`config.mk`:
```
export PLATFORM = sky130hd
export DESIGN_NAME = dependency_transition_oracle_top
export DESIGN_NICKNAME = d
export VERILOG_FILES = /design/src/hdl/dto_pkg.sv /design/src/hdl/dependency_transition_oracle_top.sv
export SDC_FILE = /design/constraint.sdc
export NUM_CORES = 2
export LEC_CHECK = 0
export BUFFER_PORTS_ARGS = -buffer_cell sky130_fd_sc_hd__buf_2
export CORE_UTILIZATION = 55
export DETAILED_ROUTE_END_ITERATION = 8
export GPL_TIMING_DRIVEN = 1
export PLACE_DENSITY = 0.69
export SYNTH_ARGS = -nofsm -noshare
export SYNTH_HDL_FRONTEND = slang
export SYNTH_SLANG_ARGS = --single-unit
```
`constraint.sdc`:
```
create_clock -name clk -period 7.75 [get_ports clk]
set_input_delay 1.55 -clock clk [delete_from_list [all_inputs] [get_ports clk]]
set_output_delay 1.55 -clock clk [all_outputs]
set_load 0.02 [all_outputs]
```
`src/hdl/dto_pkg.sv`:
```
`timescale 1ns / 1ps
// ----------------------------------------------------------------------------
// dto_pkg
// Shared types, codes and helpers of the dependency transition oracle.
// ----------------------------------------------------------------------------
package dto_pkg;

  localparam int MAX_WORDS = 64;
  localparam int SLOTS     = MAX_WORDS + 2;

  localparam logic [6:0] NO_PARENT = 7'd127;
  localparam logic [5:0] NO_LABEL  = 6'd63;

  // item actions
  localparam logic [1:0] ACT_LOAD  = 2'd0;
  localparam logic [1:0] ACT_BEGIN = 2'd1;
  localparam logic [1:0] ACT_TRANS = 2'd2;
  localparam logic [1:0] ACT_READ  = 2'd3;

  // transitions
  localparam logic [1:0] TR_SHIFT  = 2'd0;
  localparam logic [1:0] TR_RIGHT  = 2'd1;
  localparam logic [1:0] TR_LEFT   = 2'd2;
  localparam logic [1:0] TR_REDUCE = 2'd3;

  // result status
  localparam logic [1:0] ST_OK        = 2'd0;
  localparam logic [1:0] ST_NOT_APPL  = 2'd1;
  localparam logic [1:0] ST_LABEL_BIG = 2'd2;
  localparam logic [1:0] ST_BAD_INDEX = 2'd3;

  // configuration register indexes
  localparam logic [1:0] CFG_SYSTEM = 2'd0;
  localparam logic [1:0] CFG_ROOT   = 2'd1;
  localparam logic [1:0] CFG_LABELS = 2'd2;
  localparam logic [1:0] CFG_WORDS  = 2'd3;

  typedef enum logic [20:0] {
    S_IDLE   = 21'h000001,
    S_LOAD   = 21'h000002,
    S_READ_A = 21'h000004,
    S_READ_B = 21'h000008,
    S_BEGIN  = 21'h000010,
    S_CTX_A  = 21'h000020,
    S_CTX_B  = 21'h000040,
    S_CTX_C  = 21'h000080,
    S_CTX_D  = 21'h000100,
    S_CTX_E  = 21'h000200,
    S_TRANS  = 21'h000400,
    S_FIN_A  = 21'h000800,
    S_FIN_B  = 21'h001000,
    S_FIN_C  = 21'h002000,
    S_EVAL   = 21'h004000,
    S_SCAN_A = 21'h008000,
    S_SCAN_B = 21'h010000,
    S_SCAN_C = 21'h020000,
    S_BUF_A  = 21'h040000,
    S_BUF_B  = 21'h080000,
    S_PUT    = 21'h100000
  } state_t;

  // saturating cost counter step
  function automatic logic [7:0] sat_add(input logic [7:0] c, input logic [1:0] inc);
    logic [8:0] s;
    s = {1'b0, c} + {7'd0, inc};
    return s[8] ? 8'd255 : s[7:0];
  endfunction

  // step loss of one attachment
  function automatic logic [1:0] arc_loss(input logic [6:0] gold_hd, input logic [5:0] gold_lab,
                                          input logic [6:0] hd, input logic [5:0] lab);
    if (gold_hd != hd) return 2'd2;
    return (gold_lab != lab) ? 2'd1 : 2'd0;
  endfunction

endpackage

```
`src/hdl/dependency_transition_oracle_top.sv`:
```
`timescale 1ns / 1ps
// ----------------------------------------------------------------------------
// dependency_transition_oracle_top
// Arc-hybrid / arc-eager parse engine with dynamic-oracle transition costs.
// ----------------------------------------------------------------------------
// Usage:
//   Input channel (in_valid/in_ready) takes one item: load gold word, begin
//   parse, apply transition or read word. Each item yields exactly one result
//   item on the out_valid/out_ready channel, held in an output register.
//   Configuration (cfg_we/cfg_index/cfg_data) must be written only while idle;
//   the block itself does not enforce it.
// Throughput and sequencing:
//   The block works on one item at a time; in_ready is high only in idle.
//   A shared sequencer walks the stack and remaining buffer through the
//   registered memory read ports, one memory access round per step. The
//   stack walk makes 3 memory reads per entry (stack, then gold and
//   assigned head), plus the compare step.
// Reset (rst_n, synchronous, active low):
//   Configuration returns to its defaults, stack and position to zero, and
//   all assigned heads and tags read as unassigned. Gold and stack stores
//   hold nothing defined until written.
// Stall:
//   A finished item waits in the output register; the next item may be taken
//   and worked on meanwhile, and its result waits for the register to empty.
// ----------------------------------------------------------------------------
module dependency_transition_oracle_top (
  input  logic       clk,
  input  logic       rst_n,
  // input channel
  input  logic       in_valid,
  output logic       in_ready,
  input  logic [1:0] in_action,
  input  logic [6:0] in_word,
  input  logic [6:0] in_gold_parent,
  input  logic [5:0] in_gold_label,
  input  logic [1:0] in_transition,
  input  logic [5:0] in_arc_label,
  // result channel
  output logic       out_valid,
  input  logic       out_ready,
  output logic [6:0] out_position,
  output logic [6:0] out_depth,
  output logic [3:0] out_valid_mask,
  output logic [7:0] out_cost_shift,
  output logic [7:0] out_cost_right,
  output logic [7:0] out_cost_left,
  output logic [7:0] out_cost_reduce,
  output logic [1:0] out_step_loss,
  output logic       out_done_res,
  output logic [1:0] out_status,
  output logic [6:0] out_read_parent,
  output logic [5:0] out_read_label,
  // configuration
  input  logic       cfg_we,
  input  logic [1:0] cfg_index,
  input  logic [6:0] cfg_data
);

  localparam logic [6:0] SLOTS_W = 7'(dto_pkg::SLOTS);
  localparam logic [6:0] MAXW_W  = 7'(dto_pkg::MAX_WORDS);

  // ---------------- configuration ----------------
  logic       sys_r;          // 0 arc-hybrid, 1 arc-eager
  logic [5:0] root_tag_r;
  logic [5:0] label_count_r;
  logic [6:0] words_r;

  always_ff @(posedge clk) begin
    if (!rst_n) begin
      sys_r         <= 1'b0;
      root_tag_r    <= 6'd8;
      label_count_r <= 6'd12;
      words_r       <= 7'd0;
    end else if (cfg_we) begin
      unique case (cfg_index)
        dto_pkg::CFG_SYSTEM: sys_r         <= cfg_data[0];
        dto_pkg::CFG_ROOT:   root_tag_r    <= cfg_data[5:0];
        dto_pkg::CFG_LABELS: label_count_r <= cfg_data[5:0];
        dto_pkg::CFG_WORDS:  words_r       <= cfg_data;
        default:             sys_r         <= sys_r;
      endcase
    end
  end

  logic [6:0] n, np1;
  assign n   = (words_r > MAXW_W) ? MAXW_W : words_r;
  assign np1 = n + 7'd1;

  // ---------------- control registers ----------------
  dto_pkg::state_t state_r, state_nxt;
  logic       phase_r, phase_nxt;      // 0: check before a transition, 1: evaluate
  logic [1:0] act_r, act_nxt;
  logic [6:0] word_r, word_nxt;
  logic [6:0] gpar_r, gpar_nxt;
  logic [5:0] glab_r, glab_nxt;
  logic [1:0] tr_r, tr_nxt;
  logic [5:0] alab_r, alab_nxt;
  logic [6:0] sp_r, sp_nxt;
  logic [6:0] pos_r, pos_nxt;
  logic [6:0] top_r, top_nxt;
  logic [6:0] second_r, second_nxt;
  logic [6:0] gpl_r, gpl_nxt;          // gold head of stack top
  logic [5:0] gll_r, gll_nxt;
  logic [6:0] hpl_r, hpl_nxt;          // assigned head of stack top
  logic [6:0] gpi_r, gpi_nxt;          // gold head of buffer front
  logic [5:0] gli_r, gli_nxt;
  logic [6:0] hpi_r, hpi_nxt;
  logic [6:0] s_r, s_nxt;
  logic [6:0] t_r, t_nxt;
  logic [6:0] si_r, si_nxt;
  logic [6:0] scnt_r, scnt_nxt;
  logic [6:0] bi_r, bi_nxt;
  logic [7:0] c0_r, c0_nxt, c1_r, c1_nxt, c2_r, c2_nxt, c3_r, c3_nxt;
  logic [3:0] mask_r, mask_nxt;
  logic [1:0] loss_r, loss_nxt;
  logic [1:0] status_r, status_nxt;
  logic [6:0] rp_r, rp_nxt;
  logic [5:0] rl_r, rl_nxt;

  // ---------------- memories ----------------
  logic [6:0] stk_mem [dto_pkg::SLOTS];
  logic [6:0] gp_mem  [dto_pkg::SLOTS];
  logic [5:0] gl_mem  [dto_pkg::SLOTS];
  logic [6:0] hp_mem  [dto_pkg::SLOTS];
  logic [5:0] hl_mem  [dto_pkg::SLOTS];
  logic [dto_pkg::SLOTS-1:0] pv_r;     // head/tag entry assigned since begin

  logic       stk_we;
  logic [6:0] stk_wa, stk_wd, stk_ra, stk_q;
  logic       gm_we;
  logic [6:0] gm_wa, gm_wp, gm_ra, gp_q;
  logic [5:0] gm_wl, gl_q;
  logic       hm_we;
  logic [6:0] hm_wa, hm_wp, hm_ra, hp_q;
  logic [5:0] hm_wl, hl_q;
  logic       pv_clr;

  always_ff @(posedge clk) begin
    if (stk_we) stk_mem[stk_wa] <= stk_wd;
    stk_q <= stk_mem[stk_ra];
  end

  always_ff @(posedge clk) begin
    if (gm_we) begin
      gp_mem[gm_wa] <= gm_wp;
      gl_mem[gm_wa] <= gm_wl;
    end
    gp_q <= gp_mem[gm_ra];
    gl_q <= gl_mem[gm_ra];
  end

  always_ff @(posedge clk) begin
    if (hm_we) begin
      hp_mem[hm_wa] <= hm_wp;
      hl_mem[hm_wa] <= hm_wl;
    end
    hp_q <= pv_r[hm_ra] ? hp_mem[hm_ra] : dto_pkg::NO_PARENT;
    hl_q <= pv_r[hm_ra] ? hl_mem[hm_ra] : dto_pkg::NO_LABEL;
  end

  always_ff @(posedge clk) begin
    if (!rst_n || pv_clr) pv_r <= '0;
    else if (hm_we) pv_r[hm_wa] <= 1'b1;
  end

  // ---------------- termination and valid transitions ----------------
  logic       done;
  logic [3:0] mask;

  always_comb begin
    if (!sys_r) begin
      done    = (sp_r <= 7'd1) && (pos_r >= n);
      mask[0] = pos_r <= n;
      mask[1] = sp_r >= 7'd2;
      mask[2] = (sp_r >= 7'd1) && (top_r != 7'd0) && (pos_r <= n);
      mask[3] = 1'b0;
    end else begin
      done = (sp_r == 7'd0) && (pos_r >= n);
      mask = 4'hF;
      if (pos_r >= n) mask[1:0] = 2'b00;
      if (sp_r == 7'd0) mask[3:1] = 3'b000;
      else begin
        if ((pos_r <= np1) && (hpl_r == dto_pkg::NO_PARENT)) mask[3] = 1'b0;
        if (hpl_r != dto_pkg::NO_PARENT) mask[2] = 1'b0;
        if ((pos_r <= n) && (hpi_r != dto_pkg::NO_PARENT)) mask[1] = 1'b0;
      end
    end
  end

  // ---------------- output register ----------------
  logic out_load;

  assign in_ready = (state_r == dto_pkg::S_IDLE);

  always_ff @(posedge clk) begin
    if (!rst_n) out_valid <= 1'b0;
    else if (out_load) out_valid <= 1'b1;
    else if (out_ready) out_valid <= 1'b0;
  end

  always_ff @(posedge clk) begin
    if (out_load) begin
      out_position    <= pos_r;
      out_depth       <= sp_r;
      out_valid_mask  <= mask_r;
      out_cost_shift  <= c0_r;
      out_cost_right  <= c1_r;
      out_cost_left   <= c2_r;
      out_cost_reduce <= c3_r;
      out_step_loss   <= loss_r;
      out_done_res    <= done;
      out_status      <= status_r;
      out_read_parent <= rp_r;
      out_read_label  <= rl_r;
    end
  end

  // ---------------- sequencer ----------------
  logic [6:0] buf_end;
  logic [6:0] hd_left;
  logic [1:0] inc0, inc1, inc2, inc3;

  assign buf_end = sys_r ? np1 : n;
  assign hd_left = (sys_r && (pos_r > n)) ? 7'd0 : pos_r;

  always_comb begin
    state_nxt  = state_r;
    phase_nxt  = phase_r;
    act_nxt    = act_r;
    word_nxt   = word_r;
    gpar_nxt   = gpar_r;
    glab_nxt   = glab_r;
    tr_nxt     = tr_r;
    alab_nxt   = alab_r;
    sp_nxt     = sp_r;
    pos_nxt    = pos_r;
    top_nxt    = top_r;
    second_nxt = second_r;
    gpl_nxt    = gpl_r;
    gll_nxt    = gll_r;
    hpl_nxt    = hpl_r;
    gpi_nxt    = gpi_r;
    gli_nxt    = gli_r;
    hpi_nxt    = hpi_r;
    s_nxt      = s_r;
    t_nxt      = t_r;
    si_nxt     = si_r;
    scnt_nxt   = scnt_r;
    bi_nxt     = bi_r;
    c0_nxt     = c0_r;
    c1_nxt     = c1_r;
    c2_nxt     = c2_r;
    c3_nxt     = c3_r;
    mask_nxt   = mask_r;
    loss_nxt   = loss_r;
    status_nxt = status_r;
    rp_nxt     = rp_r;
    rl_nxt     = rl_r;
    inc0 = 2'd0; inc1 = 2'd0; inc2 = 2'd0; inc3 = 2'd0;
    stk_we = 1'b0; stk_wa = 7'd0; stk_wd = 7'd0; stk_ra = 7'd0;
    gm_we = 1'b0; gm_wa = 7'd0; gm_wp = 7'd0; gm_wl = 6'd0; gm_ra = 7'd0;
    hm_we = 1'b0; hm_wa = 7'd0; hm_wp = 7'd0; hm_wl = 6'd0; hm_ra = 7'd0;
    pv_clr = 1'b0;
    out_load = 1'b0;

    unique case (state_r)
      dto_pkg::S_IDLE: begin
        if (in_valid) begin
          act_nxt    = in_action;
          word_nxt   = in_word;
          gpar_nxt   = in_gold_parent;
          glab_nxt   = in_gold_label;
          tr_nxt     = in_transition;
          alab_nxt   = in_arc_label;
          loss_nxt   = 2'd0;
          status_nxt = dto_pkg::ST_OK;
          rp_nxt     = 7'd0;
          rl_nxt     = 6'd0;
          phase_nxt  = 1'b1;
          unique case (in_action)
            dto_pkg::ACT_LOAD:  state_nxt = dto_pkg::S_LOAD;
            dto_pkg::ACT_BEGIN: state_nxt = dto_pkg::S_BEGIN;
            dto_pkg::ACT_TRANS: begin
              phase_nxt = 1'b0;
              state_nxt = dto_pkg::S_CTX_A;
            end
            dto_pkg::ACT_READ:  state_nxt = dto_pkg::S_READ_A;
            default:            state_nxt = dto_pkg::S_IDLE;
          endcase
        end
      end

      dto_pkg::S_LOAD: begin
        if ((word_r == 7'd0) || (word_r > MAXW_W)) status_nxt = dto_pkg::ST_BAD_INDEX;
        else begin
          gm_we = 1'b1;
          gm_wa = word_r;
          gm_wp = gpar_r;
          gm_wl = glab_r;
          if (glab_r > label_count_r) status_nxt = dto_pkg::ST_LABEL_BIG;
        end
        state_nxt = dto_pkg::S_CTX_A;
      end

      dto_pkg::S_READ_A: begin
        hm_ra     = (word_r < SLOTS_W) ? word_r : 7'd0;
        state_nxt = dto_pkg::S_READ_B;
      end

      dto_pkg::S_READ_B: begin
        if (word_r >= SLOTS_W) status_nxt = dto_pkg::ST_BAD_INDEX;
        else begin
          rp_nxt = hp_q;
          rl_nxt = hl_q;
        end
        state_nxt = dto_pkg::S_CTX_A;
      end

      dto_pkg::S_BEGIN: begin
        gm_we  = 1'b1;
        pv_clr = 1'b1;
        stk_we = 1'b1;
        sp_nxt = 7'd1;
        if (!sys_r && (root_tag_r == 6'd0)) begin
          stk_wd  = 7'd0;
          pos_nxt = 7'd1;
        end else begin
          stk_wd  = 7'd1;
          pos_nxt = 7'd2;
        end
        state_nxt = dto_pkg::S_FIN_A;
      end

      // fetch stack top, second, and the heads of top and buffer front
      dto_pkg::S_CTX_A: begin
        stk_ra    = (sp_r != 7'd0) ? sp_r - 7'd1 : 7'd0;
        state_nxt = dto_pkg::S_CTX_B;
      end

      dto_pkg::S_CTX_B: begin
        top_nxt   = (sp_r != 7'd0) ? stk_q : 7'd0;
        stk_ra    = (sp_r >= 7'd2) ? sp_r - 7'd2 : 7'd0;
        state_nxt = dto_pkg::S_CTX_C;
      end

      dto_pkg::S_CTX_C: begin
        second_nxt = (sp_r >= 7'd2) ? stk_q : 7'd0;
        gm_ra      = top_r;
        hm_ra      = top_r;
        state_nxt  = dto_pkg::S_CTX_D;
      end

      dto_pkg::S_CTX_D: begin
        gpl_nxt   = gp_q;
        gll_nxt   = gl_q;
        hpl_nxt   = hp_q;
        gm_ra     = pos_r;
        hm_ra     = pos_r;
        state_nxt = dto_pkg::S_CTX_E;
      end

      dto_pkg::S_CTX_E: begin
        gpi_nxt   = gp_q;
        gli_nxt   = gl_q;
        hpi_nxt   = hp_q;
        stk_ra    = 7'd0;
        state_nxt = phase_r ? dto_pkg::S_EVAL : dto_pkg::S_TRANS;
      end

      dto_pkg::S_TRANS: begin
        if (done || !mask[tr_r]) begin
          status_nxt = dto_pkg::ST_NOT_APPL;
          phase_nxt  = 1'b1;
          state_nxt  = dto_pkg::S_CTX_A;
        end else begin
          unique case (tr_r)
            dto_pkg::TR_SHIFT: begin
              if (sp_r < SLOTS_W) begin
                stk_we = 1'b1;
                stk_wa = sp_r;
                stk_wd = pos_r;
                sp_nxt = sp_r + 7'd1;
              end
              pos_nxt = pos_r + 7'd1;
            end
            dto_pkg::TR_RIGHT: begin
              hm_we = 1'b1;
              hm_wl = alab_r;
              if (!sys_r) begin
                hm_wa    = top_r;
                hm_wp    = second_r;
                loss_nxt = dto_pkg::arc_loss(gpl_r, gll_r, second_r, alab_r);
                sp_nxt   = sp_r - 7'd1;
              end else begin
                if (sp_r < SLOTS_W) begin
                  stk_we = 1'b1;
                  stk_wa = sp_r;
                  stk_wd = pos_r;
                  sp_nxt = sp_r + 7'd1;
                end
                hm_wa    = pos_r;
                hm_wp    = top_r;
                loss_nxt = dto_pkg::arc_loss(gpi_r, gli_r, top_r, alab_r);
                pos_nxt  = pos_r + 7'd1;
              end
            end
            dto_pkg::TR_LEFT: begin
              hm_we    = 1'b1;
              hm_wa    = top_r;
              hm_wp    = hd_left;
              hm_wl    = alab_r;
              loss_nxt = dto_pkg::arc_loss(gpl_r, gll_r, hd_left, alab_r);
              sp_nxt   = sp_r - 7'd1;
            end
            dto_pkg::TR_REDUCE: sp_nxt = sp_r - 7'd1;
            default:            sp_nxt = sp_r;
          endcase
          state_nxt = dto_pkg::S_FIN_A;
        end
      end

      // root attachment of the last arc-hybrid stack word
      dto_pkg::S_FIN_A: begin
        stk_ra    = 7'd0;
        state_nxt = dto_pkg::S_FIN_B;
      end

      dto_pkg::S_FIN_B: begin
        t_nxt     = stk_q;
        gm_ra     = (stk_q < SLOTS_W) ? stk_q : 7'd0;
        state_nxt = dto_pkg::S_FIN_C;
      end

      dto_pkg::S_FIN_C: begin
        if (!sys_r && done && (sp_r == 7'd1) && (t_r < SLOTS_W)) begin
          hm_we = 1'b1;
          hm_wa = t_r;
          hm_wp = 7'd0;
          hm_wl = root_tag_r;
          if (gp_q != 7'd0) loss_nxt = loss_r + 2'd1;
        end
        phase_nxt = 1'b1;
        state_nxt = dto_pkg::S_CTX_A;
      end

      dto_pkg::S_EVAL: begin
        c0_nxt = 8'd0; c1_nxt = 8'd0; c2_nxt = 8'd0; c3_nxt = 8'd0;
        si_nxt = 7'd0;
        if (done) begin
          mask_nxt  = 4'd0;
          state_nxt = dto_pkg::S_PUT;
        end else begin
          mask_nxt = mask;
          if (!sys_r) begin
            c0_nxt   = {7'd0, (sp_r != 7'd0) && (gpl_r == pos_r)};
            c1_nxt   = {7'd0, gpl_r >= pos_r};
            c2_nxt   = {7'd0, (sp_r != 7'd0) && (pos_r <= n) && (gpi_r == top_r)}
                     + {7'd0, (sp_r >= 7'd2) && (gpl_r == second_r)};
            scnt_nxt = (sp_r != 7'd0) ? sp_r - 7'd1 : 7'd0;
          end else begin
            c1_nxt   = {7'd0, (gpi_r > pos_r) ||
                               ((gpi_r == 7'd0) && (sp_r != 7'd0) && (stk_q != 7'd0))};
            scnt_nxt = sp_r;
          end
          state_nxt = dto_pkg::S_SCAN_A;
        end
      end

      // stack walk
      dto_pkg::S_SCAN_A: begin
        if (si_r >= scnt_r) begin
          bi_nxt    = pos_r;
          state_nxt = dto_pkg::S_BUF_A;
        end else begin
          stk_ra    = si_r;
          state_nxt = dto_pkg::S_SCAN_B;
        end
      end

      dto_pkg::S_SCAN_B: begin
        s_nxt     = stk_q;
        gm_ra     = stk_q;
        hm_ra     = stk_q;
        state_nxt = dto_pkg::S_SCAN_C;
      end

      dto_pkg::S_SCAN_C: begin
        if (!sys_r) begin
          inc0 = {1'b0, (pos_r <= n) && ((gp_q == pos_r) || (gpi_r == s_r))};
        end else begin
          if ((gp_q == pos_r) && (hp_q == dto_pkg::NO_PARENT)) begin
            inc0 = 2'd1;
            inc1 = 2'd1;
          end
          if ((pos_r <= n) && (gpi_r == s_r)) begin
            inc0 = inc0 + {1'b0, s_r != 7'd0};
            inc1 = inc1 + {1'b0, s_r != top_r};
          end
        end
        c0_nxt    = dto_pkg::sat_add(c0_r, inc0);
        c1_nxt    = dto_pkg::sat_add(c1_r, inc1);
        si_nxt    = si_r + 7'd1;
        state_nxt = dto_pkg::S_SCAN_A;
      end

      // remaining buffer walk
      dto_pkg::S_BUF_A: begin
        if (bi_r > buf_end) state_nxt = dto_pkg::S_PUT;
        else begin
          gm_ra     = bi_r;
          state_nxt = dto_pkg::S_BUF_B;
        end
      end

      dto_pkg::S_BUF_B: begin
        if (!sys_r) begin
          inc1 = {1'b0, gp_q == top_r};
          inc2 = {1'b0, (bi_r != pos_r) && ((gp_q == top_r) || (gpl_r == bi_r))};
        end else begin
          if ((bi_r <= n) && (gp_q == top_r)) begin
            inc3 = 2'd1;
            inc2 = 2'd1;
          end
          inc2 = inc2 + {1'b0, (bi_r != pos_r) && (gpl_r == bi_r)};
        end
        c1_nxt    = dto_pkg::sat_add(c1_r, inc1);
        c2_nxt    = dto_pkg::sat_add(c2_r, inc2);
        c3_nxt    = dto_pkg::sat_add(c3_r, inc3);
        bi_nxt    = bi_r + 7'd1;
        state_nxt = dto_pkg::S_BUF_A;
      end

      dto_pkg::S_PUT: begin
        if (!out_valid || out_ready) begin
          out_load  = 1'b1;
          state_nxt = dto_pkg::S_IDLE;
        end
      end

      default: state_nxt = dto_pkg::S_IDLE;
    endcase
  end

  always_ff @(posedge clk) begin
    if (!rst_n) begin
      state_r <= dto_pkg::S_IDLE;
      sp_r    <= 7'd0;
      pos_r   <= 7'd0;
      phase_r <= 1'b0;
    end else begin
      state_r <= state_nxt;
      sp_r    <= sp_nxt;
      pos_r   <= pos_nxt;
      phase_r <= phase_nxt;
    end
  end

  always_ff @(posedge clk) begin
    act_r    <= act_nxt;
    word_r   <= word_nxt;
    gpar_r   <= gpar_nxt;
    glab_r   <= glab_nxt;
    tr_r     <= tr_nxt;
    alab_r   <= alab_nxt;
    top_r    <= top_nxt;
    second_r <= second_nxt;
    gpl_r    <= gpl_nxt;
    gll_r    <= gll_nxt;
    hpl_r    <= hpl_nxt;
    gpi_r    <= gpi_nxt;
    gli_r    <= gli_nxt;
    hpi_r    <= hpi_nxt;
    s_r      <= s_nxt;
    t_r      <= t_nxt;
    si_r     <= si_nxt;
    scnt_r   <= scnt_nxt;
    bi_r     <= bi_nxt;
    c0_r     <= c0_nxt;
    c1_r     <= c1_nxt;
    c2_r     <= c2_nxt;
    c3_r     <= c3_nxt;
    mask_r   <= mask_nxt;
    loss_r   <= loss_nxt;
    status_r <= status_nxt;
    rp_r     <= rp_nxt;
    rl_r     <= rl_nxt;
  end

  // action code kept for visibility in waveforms; begin writes gold entry 0
  logic unused_act;
  assign unused_act = ^act_r;

endmodule
```
==> flow_summary.rst <==
.. list-table::
   :header-rows: 1

   * - Metric
     - Value
   * - Gate count after technology mapping
     - 8293
   * - Tot GR Track Use
     - 31.82%
   * - Via count
     - a little over 70000
   * - Fraction of synthesis flops using an asynchronous set or reset pin
     - 0%
   * - Number of antenna violations at the first check in global routing
     - 8
   * - Mean Syn Cell Area
     - about 13 um2
   * - H-tree levels
     - 5
   * - Data required time at the worst endpoint
     - around 8.3 ns
   * - Area of the die
     - around 200000 um2
   * - Power density over cell area
     - between 200 and 250 nW/um2
   * - Worst Hold Launch
     - rl_r[0]
   * - Area of the core
     - roughly 190000 um2
   * - Post-synth top flop
     - edfxtp_1
   * - Static leakage power
     - just under 40 nW
   * - Number of clock sinks
     - 2572
   * - GP Congestion
     - between 0.9 and 1
   * - Number of violations reported at the end of detailed-routing iteration 0
     - about 9200
   * - Critical path startpoint
     - sp_r[1]
   * - Clock transition at the registers of the reported paths
     - 0.06 ns
   * - Cell at the root of the clock tree
     - clkbuf_16
   * - Deepest clock path buffer count
     - 4
   * - Share of cells above drive strength 1
     - a little over a tenth
   * - Yosys warning total
     - 0
   * - Fmax
     - about 150 MHz
   * - Clock latency on the worst-skew pair
     - 0.94 ns
   * - Data arrival time of the critical path
     - just over 7 ns
   * - Result of the run
     - finished clean
   * - Clk_skew
     - approximately 0.073 ns
   * - Fin worst setup slack
     - between 1 and 1.5 ns
   * - TritonCTS clock tree
     - yes
   * - I/O Pins
     - around 110
   * - Routed Antenna Nets
     - 0
   * - Post-layout nets
     - roughly 8600
   * - Detail-routed net length per standard cell
     - 28.21 um
   * - Start of the worst register-to-register path
     - sp_r[1]
   * - Portion of the post-synthesis area used by sequential elements
     - a little over two thirds
   * - Detail Placement HPWL
     - between 200 and 250 mm
   * - Count of state elements after synthesis
     - around 2600
   * - Die Y
     - about 440 um
   * - Hold-fix buffer count after cts
     - 0
   * - Fin Setup TNS
     - 0 ns
   * - Slack of the worst reg-to-reg path
     - 1.05 ns
   * - Final Max Slew Viols
     - 0
   * - Critical Path Most Common Cell
     - nor2_1
   * - Number of buffers inserted to repair setup after CTS
     - 0
   * - TritonCTS Buffers
     - approximately 280
   * - Pre-CTS setup slack
     - ~1.4 ns
   * - Area growth from synthesis to final layout
     - 12.02%
   * - First-pass GRT wire length
     - ~460 mm
   * - Vias in the first global route
     - slightly below 70000
   * - Count of standard-cell rows
     - roughly 160
   * - Number of flops mapped to enable cells by yosys
     - between 2000 and 2500
   * - Final Hold Vio Count
     - 0
   * - Actual slew at the worst max-slew pin
     - approximately 1.4 ns
   * - Kind of end point of the critical path
     - flop
   * - Number of cells upsized or downsized after cts
     - 0
   * - Slowest cell on the critical path
     - nand4_1
   * - Port Buffer Count
     - about 110
   * - Area of the mapped netlist
     - roughly 110000 um2
   * - Width of the die
     - 444.8 um
   * - Worst Setup Path Type
     - flop to flop
   * - Total wire length after detailed routing
     - roughly 320 mm
   * - RSZ-0062 raised after global routing
     - no
   * - Post-route DRC violation count
     - 0
   * - Initial Util
     - a little under three fifths
   * - Hold Crit Class
     - flop to flop
   * - Remaining max-slew budget at the tightest pin
     - a little under a tenth
   * - Largest driver fanout on the critical path
     - 16
   * - Netlist cell types
     - slightly above 100
   * - Number of vias per cell
     - 6.411
   * - First-pass detailed-route iteration total
     - 6
   * - Setup violations, final
     - 0
   * - Max-cap check violation count
     - 0
   * - Remaining global-route overflow
     - 0
   * - Critical Path Start Type
     - flop
   * - Worst stage delay on the critical path
     - between 0.9 and 1 ns
   * - Max IR drop VDD
     - 0.2287 mV
   * - Crit path time final
     - 6.695 ns
   * - Core occupancy in the finished layout
     - 62.01%
   * - Maximum number of pins on one net before global-route repair
     - 141
   * - Critical path cell sequence
     - inv_1 -> ha_1 -> or3b_1 -> o21ai_1 -> or3_1 -> o32ai_1 -> a32oi_1 -> o2bb2ai_1 -> nand3_1 -> buf_4 -> nor2_1 -> and2_1 -> nand4_1 -> nor2_1
   * - Final period utilization
     - approximately 86%
-- cells in the mapped netlist, types with 22 or more instances --
| library cell | count | area (um2) |
|---|---|---|
| edfxtp_1 | 2416 | 72550 |
| nand2_1 | 1555 | 5837 |
| nor2_1 | 514 | 1929 |
| nand3_1 | 488 | 2442 |
| clkbuf_1 | 282 | 1059 |
| mux2i_1 | 271 | 2713 |
| a21oi_1 | 237 | 1186 |
| a211oi_1 | 229 | 1719 |
| o21ai_0 | 182 | 910.9 |
| and2_1 | 161 | 1007 |
| dfxtp_1 | 156 | 3123 |
| a31oi_1 | 155 | 969.7 |
| and3_1 | 152 | 950.9 |
| buf_2 | 141 | 705.7 |
| nor3_1 | 92 | 460.4 |
| a311oi_1 | 90 | 788.3 |
| nand4_1 | 86 | 538.0 |
| ha_1 | 85 | 1064 |
| inv_1 | 76 | 285.3 |
| xor2_1 | 61 | 534.3 |
| xnor2_1 | 55 | 481.7 |
| o22ai_1 | 44 | 275.3 |
| nor4_1 | 41 | 256.5 |
| buf_4 | 40 | 300.3 |
| nor2b_1 | 39 | 244.0 |
| o21ai_1 | 39 | 195.2 |
| a22oi_1 | 38 | 285.3 |
| a221oi_1 | 34 | 297.8 |
| buf_1 | 31 | 116.4 |
| o21a_1 | 31 | 232.7 |
| o211ai_1 | 28 | 210.2 |
| a21o_1 | 25 | 187.7 |
| a32oi_1 | 25 | 219.0 |
| o221ai_1 | 22 | 192.7 |
| or3_1 | 22 | 137.6 |
-- worst max-delay path: cells and delay by family (launching register included) --
| kind | cells | cell delay, ns |
|---|---|---|
| AND/OR/NAND/NOR | 7 | 3.64 |
| buffers and inverters | 2 | 0.58 |
| AO/OA/AOI/OAI | 4 | 1.05 |
| adder cells (fa/ha/maj) | 1 | 0.36 |
| flip-flops | 1 | 0.67 |
-- layout make-up --
cell class,count,area [um2]
flip-flops and latches,2572,75670
fillers,14530,74010
multi-input cells,5142,30010
clock buffers,345,7396
well taps,2624,3283
repair buffers,410,3033
clock inverters,127,1061
inverters,79,296.5
diodes,10,25.02
-- final timing paths --
| kind | end | cells past startpoint |
|---|---|---|
| setup / recovery | stk_mem[63][2] | 14 |
| hold / removal | out_read_label[0] | 0 |
| setup reg to reg | stk_mem[63][2] | 14 |
| hold reg to reg | out_read_label[0] | 0 |
-- metrics by stage --
| stage | cells | total power [mW] | cell area, um2 | hold slack (ns) |
|---|---|---|---|---|
| floorplan | 8305 | 15.54 | 107900 | 0.4003 |
| global placement | 10830 | 15.71 | 112300 | 0.4082 |
| detailed placement | 10830 | 15.71 | 112300 | 0.4045 |
| CTS | 11300 | 28.06 | 120800 | 0.4190 |
| global route | 11300 | 28.61 | 120800 | 0.4253 |
| finish | 11310 | 27.98 | 120800 | 0.4179 |
-- cells by family (layout without fill, tap and decap cells) --
family                   count (synthesis)  count (layout)  synth area share (%)
AO/OA/AOI/OAI                         1341            1341                 8.494
other                                    1              23              0.003478
adder cells (fa/ha/maj)                 88              88                 1.042
multiplexers                           305             305                 3.059
XOR/XNOR                               116             116                0.9422
flip-flops                            2572            2572                 70.18
AND/OR/NAND/NOR                       3279            3279                 13.79
buffers and inverters                  591             961                 2.486
-- where the power goes --
| part | leakage [nW] | switching, mW | internal [mW] | total [mW] |
|---|---|---|---|---|
| combinational | 15.7 | 0.259 | 0.102 | 0.361 |
| clock | 4.10 | 5.24 | 7.31 | 12.5 |
| sequential | 19.0 | 0.0499 | 15.0 | 15.1 |
-- registers in the layout (all words and copies together), names as in the netlist, 21 cells and up --
name / flops
gl_mem: 396
state_r: 21
hl_mem: 396
gp_mem: 462
hp_mem: 462
stk_mem: 462
pv_r: 66
-- per-layer routing --
| layer | up-vias | track usage, % | wire length, um |
|---|---|---|---|
| met5 | - | 0 | 50 |
| met2 | 4242 | 50.26 | 149300 |
| met1 | 35940 | 42.47 | 121100 |
| met4 | 8 | 15.00 | 16380 |
| li1 | 31500 | - | - |
| met3 | 817 | 6.486 | 32160 |
-- placed cells by master (no fill, tap or decap), types with 29 or more instances in the layout --
cell,instances
xor2_1,61
o21ai_1,39
o22ai_1,44
nand4_1,86
a211oi_1,227
nand3_1,486
a31oi_1,155
dfxtp_1,155
and2_1,149
edfxtp_1,2416
buf_2,113
and3_1,145
mux2i_1,271
clkbuf_1,55
a22oi_1,38
inv_1,76
ha_1,85
nor2_1,491
a311oi_1,90
nor3_1,87
clkbuf_16,284
nor4_1,39
clkinv_2,29
nor2b_1,38
xnor2_1,55
nand2_1,1554
clkinv_1,62
buf_4,278
a21oi_1,235
o21a_1,31
o21ai_0,181
Note: power is estimated with default switching activity, not from simulation.
